### config.mk
export PLATFORM = sky130hd
export DESIGN_NAME = can_signal_extract_scale_top
export DESIGN_NICKNAME = d
export VERILOG_FILES = /design/src/hdl/csx_pkg.sv /design/src/hdl/csx_field.sv /design/src/hdl/csx_sat_add.sv /design/src/hdl/can_signal_extract_scale_top.sv
export SDC_FILE = /design/constraint.sdc
export NUM_CORES = 2
export LEC_CHECK = 0
export ABC_AREA = 1
export BUFFER_PORTS_ARGS = -buffer_cell sky130_fd_sc_hd__buf_2
export CORE_MARGIN = 2
export CORE_UTILIZATION = 40
export CTS_BUF_LIST = sky130_fd_sc_hd__clkbuf_8 sky130_fd_sc_hd__clkbuf_16
export CTS_CLUSTER_SIZE = 28
export DETAILED_ROUTE_END_ITERATION = 16
export GPL_ROUTABILITY_DRIVEN = 0
export GPL_TIMING_DRIVEN = 0
export PLACE_DENSITY_LB_ADDON = 0.25
export SETUP_SLACK_MARGIN = 0.2
export SYNTH_ARGS = -nofsm -noshare
export SYNTH_HDL_FRONTEND = slang
export SYNTH_HIERARCHICAL = 1
export SYNTH_SLANG_ARGS = --single-unit
### constraint.sdc
create_clock -name clk_i -period 9.62 [get_ports clk_i]
set_input_delay 1.443 -clock clk_i [delete_from_list [all_inputs] [get_ports clk_i]]
set_output_delay 1.443 -clock clk_i [all_outputs]
set_load 0.01 [all_outputs]
### src/hdl/csx_pkg.sv
// csx_pkg: shared types, constants and helpers for the CAN signal decoder.
// Used by csx_field, csx_sat_add, can_signal_extract_scale_top and csx_checker.
package csx_pkg;

  localparam int unsigned PayloadW  = 64;
  localparam int unsigned PosW      = 6;
  localparam int unsigned MaxLen    = 32;
  localparam int unsigned RawW      = 33;
  localparam int unsigned FactorW   = 32;
  localparam int unsigned OffsetW   = 48;
  localparam int unsigned ScaledW   = 64;
  localparam int unsigned CfgAddrW  = 3;
  localparam int unsigned CfgDataW  = 48;
  localparam int unsigned OutDataW  = 104;  // 64 + 33 bits, padded to bytes
  localparam int unsigned ByteW     = 8;

  localparam logic [PosW-1:0]    StartBitRst  = 6'd0;
  localparam logic [PosW-1:0]    FieldLenRst  = 6'd8;
  localparam logic [FactorW-1:0] FactorRst    = 32'h0001_0000;
  localparam logic [OffsetW-1:0] OffsetRst    = 48'h0;

  typedef enum logic [CfgAddrW-1:0] {
    CFG_START_BIT  = 3'd0,
    CFG_FIELD_LEN  = 3'd1,
    CFG_SIGNED     = 3'd2,
    CFG_BIG_ENDIAN = 3'd3,
    CFG_FACTOR     = 3'd4,
    CFG_OFFSET     = 3'd5
  } cfg_idx_e;

  typedef struct packed {
    logic [PosW-1:0]    start_bit;
    logic [PosW-1:0]    field_length;
    logic               signed_mode;
    logic               big_endian_mode;
    logic [FactorW-1:0] scale_factor;
    logic [OffsetW-1:0] scale_offset;
  } csx_cfg_t;

  // Mirror bit order inside each byte (Motorola numbering).
  function automatic logic [PayloadW-1:0] swap_in_bytes(input logic [PayloadW-1:0] p);
    logic [PayloadW-1:0] q;
    for (int k = 0; k < PayloadW / ByteW; k++) begin
      for (int j = 0; j < ByteW; j++) begin
        q[k*ByteW + j] = p[k*ByteW + (ByteW - 1 - j)];
      end
    end
    return q;
  endfunction

endpackage

### src/hdl/csx_field.sv
// csx_field: masks the shifted field to its length, restores MSB-first order for
// big-endian fields and sign-extends signed fields. Combinational; depends on csx_pkg.
module csx_field (
  input  csx_pkg::csx_cfg_t                cfg_i,
  input  logic [csx_pkg::MaxLen-1:0]       bits_i,
  output logic [csx_pkg::RawW-1:0]         raw_o
);

  logic [csx_pkg::PosW-1:0]   len_c;
  logic [csx_pkg::MaxLen-1:0] mask;
  logic [csx_pkg::MaxLen-1:0] masked;
  logic [csx_pkg::MaxLen-1:0] rev;
  logic [csx_pkg::MaxLen-1:0] val;
  logic [csx_pkg::PosW-1:0]   rsh;
  logic [csx_pkg::PosW-1:0]   top_idx;
  logic                       sign_bit;

  always_comb begin
    len_c = (cfg_i.field_length > csx_pkg::PosW'(csx_pkg::MaxLen))
          ? csx_pkg::PosW'(csx_pkg::MaxLen) : cfg_i.field_length;
    if (len_c >= csx_pkg::PosW'(csx_pkg::MaxLen)) begin
      mask = '1;
    end else begin
      mask = (csx_pkg::MaxLen'(1) << len_c[4:0]) - csx_pkg::MaxLen'(1);
    end
    masked = bits_i & mask;
    for (int i = 0; i < csx_pkg::MaxLen; i++) begin
      rev[i] = masked[csx_pkg::MaxLen-1-i];
    end
    // first bit in stream is the MSB: reverse, then right-align
    rsh = csx_pkg::PosW'(csx_pkg::MaxLen) - len_c;
    val = cfg_i.big_endian_mode ? (rev >> rsh) : masked;
    top_idx  = len_c - csx_pkg::PosW'(1);
    sign_bit = cfg_i.signed_mode && (len_c != '0) && val[top_idx[4:0]];
    raw_o = sign_bit ? {1'b1, val | ~mask} : {1'b0, val};
  end

endmodule

### src/hdl/csx_sat_add.sv
// csx_sat_add: adds the Q.16 offset to the product and clips to 64 bits.
// Combinational; depends on csx_pkg.
module csx_sat_add (
  input  logic [csx_pkg::ScaledW-1:0] prod_i,
  input  logic [csx_pkg::OffsetW-1:0] offset_i,
  output logic [csx_pkg::ScaledW-1:0] sum_o,
  output logic                        sat_o
);

  logic [csx_pkg::ScaledW:0] sum_wide;

  always_comb begin
    sum_wide = {prod_i[csx_pkg::ScaledW-1], prod_i}
             + {{(csx_pkg::ScaledW + 1 - csx_pkg::OffsetW){offset_i[csx_pkg::OffsetW-1]}},
                offset_i};
    sat_o = sum_wide[csx_pkg::ScaledW] ^ sum_wide[csx_pkg::ScaledW-1];
    if (!sat_o) begin
      sum_o = sum_wide[csx_pkg::ScaledW-1:0];
    end else if (sum_wide[csx_pkg::ScaledW]) begin
      sum_o = {1'b1, {(csx_pkg::ScaledW-1){1'b0}}};
    end else begin
      sum_o = {1'b0, {(csx_pkg::ScaledW-1){1'b1}}};
    end
  end

endmodule

### src/hdl/can_signal_extract_scale_top.sv
// CAN signal decode: extract a configured field from an 8-byte payload and scale it.
// Every stage below is registered; one request per cycle while the output is not stalled.
// Stages: byte-order shift, mask/reverse/sign-extend, 33x32 multiply, offset add + clip.
// A stall on the output holds every stage in place; nothing is dropped or repeated.
// Reset (rst_ni low, async) empties the pipeline and loads default config
// (start 0, length 8, unsigned, little-endian, factor 1.0, offset 0).
module can_signal_extract_scale_top (
  input  logic                             clk_i,
  input  logic                             rst_ni,
  input  logic                             cfg_we_i,
  input  logic [csx_pkg::CfgAddrW-1:0]     cfg_addr_i,
  input  logic [csx_pkg::CfgDataW-1:0]     cfg_wdata_i,
  input  logic                             s_axis_tvalid,
  output logic                             s_axis_tready,
  input  logic [csx_pkg::PayloadW-1:0]     s_axis_tdata,   // [63:0] payload
  output logic                             m_axis_tvalid,
  input  logic                             m_axis_tready,
  output logic [csx_pkg::OutDataW-1:0]     m_axis_tdata,   // [63:0] scaled_value,
                                                           // [96:64] raw_value, rest 0
  output logic [0:0]                       m_axis_tuser    // [0] saturated
);

  csx_pkg::csx_cfg_t cfg_q;

  always_ff @(posedge clk_i or negedge rst_ni) begin
    if (!rst_ni) begin
      cfg_q.start_bit       <= csx_pkg::StartBitRst;
      cfg_q.field_length    <= csx_pkg::FieldLenRst;
      cfg_q.signed_mode     <= 1'b0;
      cfg_q.big_endian_mode <= 1'b0;
      cfg_q.scale_factor    <= csx_pkg::FactorRst;
      cfg_q.scale_offset    <= csx_pkg::OffsetRst;
    end else if (cfg_we_i) begin
      case (csx_pkg::cfg_idx_e'(cfg_addr_i))
        csx_pkg::CFG_START_BIT:  cfg_q.start_bit       <= cfg_wdata_i[csx_pkg::PosW-1:0];
        csx_pkg::CFG_FIELD_LEN:  cfg_q.field_length    <= cfg_wdata_i[csx_pkg::PosW-1:0];
        csx_pkg::CFG_SIGNED:     cfg_q.signed_mode     <= cfg_wdata_i[0];
        csx_pkg::CFG_BIG_ENDIAN: cfg_q.big_endian_mode <= cfg_wdata_i[0];
        csx_pkg::CFG_FACTOR:     cfg_q.scale_factor    <= cfg_wdata_i[csx_pkg::FactorW-1:0];
        csx_pkg::CFG_OFFSET:     cfg_q.scale_offset    <= cfg_wdata_i[csx_pkg::OffsetW-1:0];
        default: ;
      endcase
    end
  end

  // stage valids and ready chain
  logic v1_q, v2_q, v3_q, v4_q;
  logic rdy1, rdy2, rdy3, rdy4;

  assign rdy4 = !v4_q || m_axis_tready;
  assign rdy3 = !v3_q || rdy4;
  assign rdy2 = !v2_q || rdy3;
  assign rdy1 = !v1_q || rdy2;
  assign s_axis_tready = rdy1;

  always_ff @(posedge clk_i or negedge rst_ni) begin
    if (!rst_ni) begin
      v1_q <= 1'b0;
      v2_q <= 1'b0;
      v3_q <= 1'b0;
      v4_q <= 1'b0;
    end else begin
      if (rdy1) v1_q <= s_axis_tvalid;
      if (rdy2) v2_q <= v1_q;
      if (rdy3) v3_q <= v2_q;
      if (rdy4) v4_q <= v3_q;
    end
  end

  // stage 1: bring the field to bit 0; positions past 63 shift in zeros
  logic [csx_pkg::PayloadW-1:0] ordered;
  logic [csx_pkg::PayloadW-1:0] shifted;
  logic [csx_pkg::MaxLen-1:0]   s1_bits_d, s1_bits_q;

  assign ordered   = cfg_q.big_endian_mode ? csx_pkg::swap_in_bytes(s_axis_tdata)
                                           : s_axis_tdata;
  assign shifted   = ordered >> cfg_q.start_bit;
  assign s1_bits_d = shifted[csx_pkg::MaxLen-1:0];

  always_ff @(posedge clk_i) begin
    if (rdy1) s1_bits_q <= s1_bits_d;
  end

  // stage 2: raw value
  logic [csx_pkg::RawW-1:0] s2_raw_d, s2_raw_q;

  csx_field u_field (
    .cfg_i  (cfg_q),
    .bits_i (s1_bits_q),
    .raw_o  (s2_raw_d)
  );

  always_ff @(posedge clk_i) begin
    if (rdy2) s2_raw_q <= s2_raw_d;
  end

  // stage 3: product, always fits in 64 bits
  logic signed [csx_pkg::RawW-1:0]      raw_s;
  logic signed [csx_pkg::FactorW-1:0]   fac_s;
  logic signed [csx_pkg::ScaledW:0]     prod_full;
  logic [csx_pkg::ScaledW-1:0]          s3_prod_q;
  logic [csx_pkg::RawW-1:0]             s3_raw_q;

  assign raw_s     = s2_raw_q;
  assign fac_s     = cfg_q.scale_factor;
  assign prod_full = raw_s * fac_s;

  always_ff @(posedge clk_i) begin
    if (rdy3) begin
      s3_prod_q <= prod_full[csx_pkg::ScaledW-1:0];
      s3_raw_q  <= s2_raw_q;
    end
  end

  // stage 4: offset and clip, output register
  logic [csx_pkg::ScaledW-1:0] sum_d, s4_sum_q;
  logic                        sat_d, s4_sat_q;
  logic [csx_pkg::RawW-1:0]    s4_raw_q;

  csx_sat_add u_sat_add (
    .prod_i   (s3_prod_q),
    .offset_i (cfg_q.scale_offset),
    .sum_o    (sum_d),
    .sat_o    (sat_d)
  );

  always_ff @(posedge clk_i) begin
    if (rdy4) begin
      s4_sum_q <= sum_d;
      s4_sat_q <= sat_d;
      s4_raw_q <= s3_raw_q;
    end
  end

  assign m_axis_tvalid = v4_q;
  assign m_axis_tdata  = {{(csx_pkg::OutDataW - csx_pkg::ScaledW - csx_pkg::RawW){1'b0}},
                          s4_raw_q, s4_sum_q};
  assign m_axis_tuser  = s4_sat_q;

endmodule

==> reports/qor.yml <==
clock_tree:
  numCtsBuffers: 45
  cts_root_buf: "clkbuf_16"
  postCtsHoldBufs: 0
  clk_pin_slew_ps: 60
  clockBufferDepth: 3
  h-tree-depth: 2
  tritoncts: "done"
  clock_latency_ps: 680
  cts_sinks: 358
yosys:
  synth_area_mm2: 0.0659
  yosys_warnings: 6
  syn_area_per_cell_um2: 7.43
  synth_commonest_cells: "nand2_1 (2688), inv_1 (2036), fa_1 (1104)"
  yosysMostFrequentCell: "nand2_1"
  synth_area_leaders: "fa_1 (34%), nand2_1 (15%), edfxtp_1 (12%)"
  synth_seq_cells: 358
  synth_edf_count: 260
  synthFlopType: "edfxtp_1"
  synth_cell_types: 52
  yosys.area.top_type: "fa_1"
  yosysSeqAreaShare_pct: 15.6
  netlist_instances: 8870
  yosysTopAreaCellShare_pct: 33.5
  async_reset_ff_share_pct: 27.4
grt:
  grt_max_degree: 69
  use_met1_pct: 39.2
  grt-ovfl-total: 0
  grt_pass1_wl_um: 387000
  grt_pass1_vias: 61200
  met3_usage_pct: 8.25
  gr-usage-met2_pct: 48.1
  top_usage_layer: "met2"
  antenna_found_initial: 9
  grt.total_usage_pct: 31.2
drt:
  ant_nets: 0
  vias: 61400
  routedWlPerCell_um: 23.2
  drc_errors: 0
  first_pass_iters: 9
  finalWirelength_um: 264000
  drt_iter0_markers: 7729
  via_per_inst: 5.40
sta:
  timing.final.hold_violations: 0
  slew_headroom_pct: 2.25
  max_freq_mhz: 110
  fin_crit_sh_pct: 94.6
  layout_min_cycle_time_ps: 9100
  finClkSkew_ps: 66.8
  rsz0062_at_grt: "no"
  tightest_slew_ps: 1470
  slew_violations: 0
  finalSetupViolCount: 0
job:
  max_cap_violations: 0
finish:
  fin_util_pct: 43.8
  nets: 10600
  drive_gt1_share_pct: 6.20
  fill_cells: 16800
  regArea_mm2: 0.0103
  multi_input_area_mm2: 0.0462
  area_growth_pct: 8.40
run_status:
  outcome: "completed"
place:
  hpwl_um: 216000
  io_buffers: 219
floorplan:
  fp.coreArea_mm2: 0.163
  die_area_mm2: 0.168
  die_width_um: 410
  rows: 148
  initial_core_util_pct: 40.4
  io_pins: 227
  fp.dieH_um: 410
worst_setup_path:
  cpMaxStageDelayCell: "clkbuf_1"
  startpoint_type: "flop"
  arrival_ps: 9530
  crit_type: "flop to flop"
  cpPeakStageDelay_ps: 850
  required_ps: 10040
  crit_fanout: 11
  crit_path_end_kind: "flop"
worst_hold_path:
  hold_path.class: "flop to flop"
[cells by family (layout without fill, tap and decap cells)]
logic type	count (synthesis)	in the layout	share of synthesized area (%)
AOI/OAI and AO/OA	411	411	3.50
xor gates and xnor gates	81	81	1.08
adders and majority gates	1359	1359	38.4
buffers and inverters	2450	2756	14.4
DFF	358	358	15.6
muxes	16	16	0.273
other	1	9	0.00569
and+or+nand+nor	4194	4194	26.8
[metal layers]
| layer | part of all wire (%) | vias up |
|---|---|---|
| met5 | 0.046 | - |
| met4 | 7.4 | 10 |
| met3 | 12 | 909 |
| met2 | 43 | 3839 |
| met1 | 38 | 29700 |
| li1 | - | 27000 |
[layout by cell type (no fill, tap or decap), types with 133 or more instances in the layout]
cell / instances
buf_2: 274
nand2_1: 2687
edfxtp_1: 260
clkbuf_1: 266
ha_1: 255
nand3_1: 940
nor2_1: 347
inv_1: 2037
fa_1: 1102
o21ai_0: 133
a21oi_1: 171
[area by class of cell]
class / instances / share of cell area, %
Clock buffer: 45 / 1.58
Timing Repair Buffer: 223 / 1.68
Inverter: 2050 / 10.8
Tap cell: 2175 / 3.81
Antenna cell: 2 / 0.00700
Sequential cell: 358 / 14.4
Clock inverter: 38 / 0.613
Buffer: 400 / 2.49
Multi-Input combinational cell: 6068 / 64.7
[critical path, delay by kind of cell (launching register included)]
family        cells  cell delay [ps]
fa+ha+maj         9             4480
buf+inv           9             2790
flops             1              320
simple gates      8             1240
[per-stage QoR]
stage                     instance area, um^2  hold slack (ps)  setup slack (ps)  TNS (ps)  std cells
after floorplan                         65900              400              1640         0       8876
after global placement                  69800              405             -2020    -57120      11300
after detailed placement                69900              406              -606     -7130      11300
after CTS                               71400              415               211         0      11400
after global routing                    71500              420               189         0      11400
final                                   71500              406               517         0      11400
[path summary, 6_finish.rpt]
| kind | end | cells past startpoint | startpoint | slack, ps |
|---|---|---|---|---|
| worst min-delay path | s4_raw_q[10] | 0 | s3_raw_q[10] | 410 |
| worst max register to register | s3_prod_q[60] | 26 | fac_s[7] | 520 |
| worst max-delay path | s3_prod_q[60] | 26 | fac_s[7] | 520 |
| min in group asynchronous | cfg_q[32] | 1 | rst_ni | 750 |
| worst min register to register | s4_raw_q[10] | 0 | s3_raw_q[10] | 410 |
| max in group asynchronous | cfg_q[85] | 2 | rst_ni | 8020 |
[repair_timing]
item | CTS | global route
setup endpoints to repair | 15 | 15
resized for setup | 4 | 4
cloned | 0 | 0
setup buffers | 0 | 1
[registers in the layout, summed over array words and instances (netlist names)]
register       flops
raw_s             33
s4_raw_q          33
s1_bits_q         32
v2_q               1
cfg_q             62
s4_sum_q          64
s3_prod_q         64
s3_raw_q          33
v1_q               1
m_axis_tuser       1
m_axis_tvalid      1
v3_q               1
fac_s             32
Power is not shown: default switching activity piles up to over one toggle a cycle in this logic, so the estimate is an artifact.
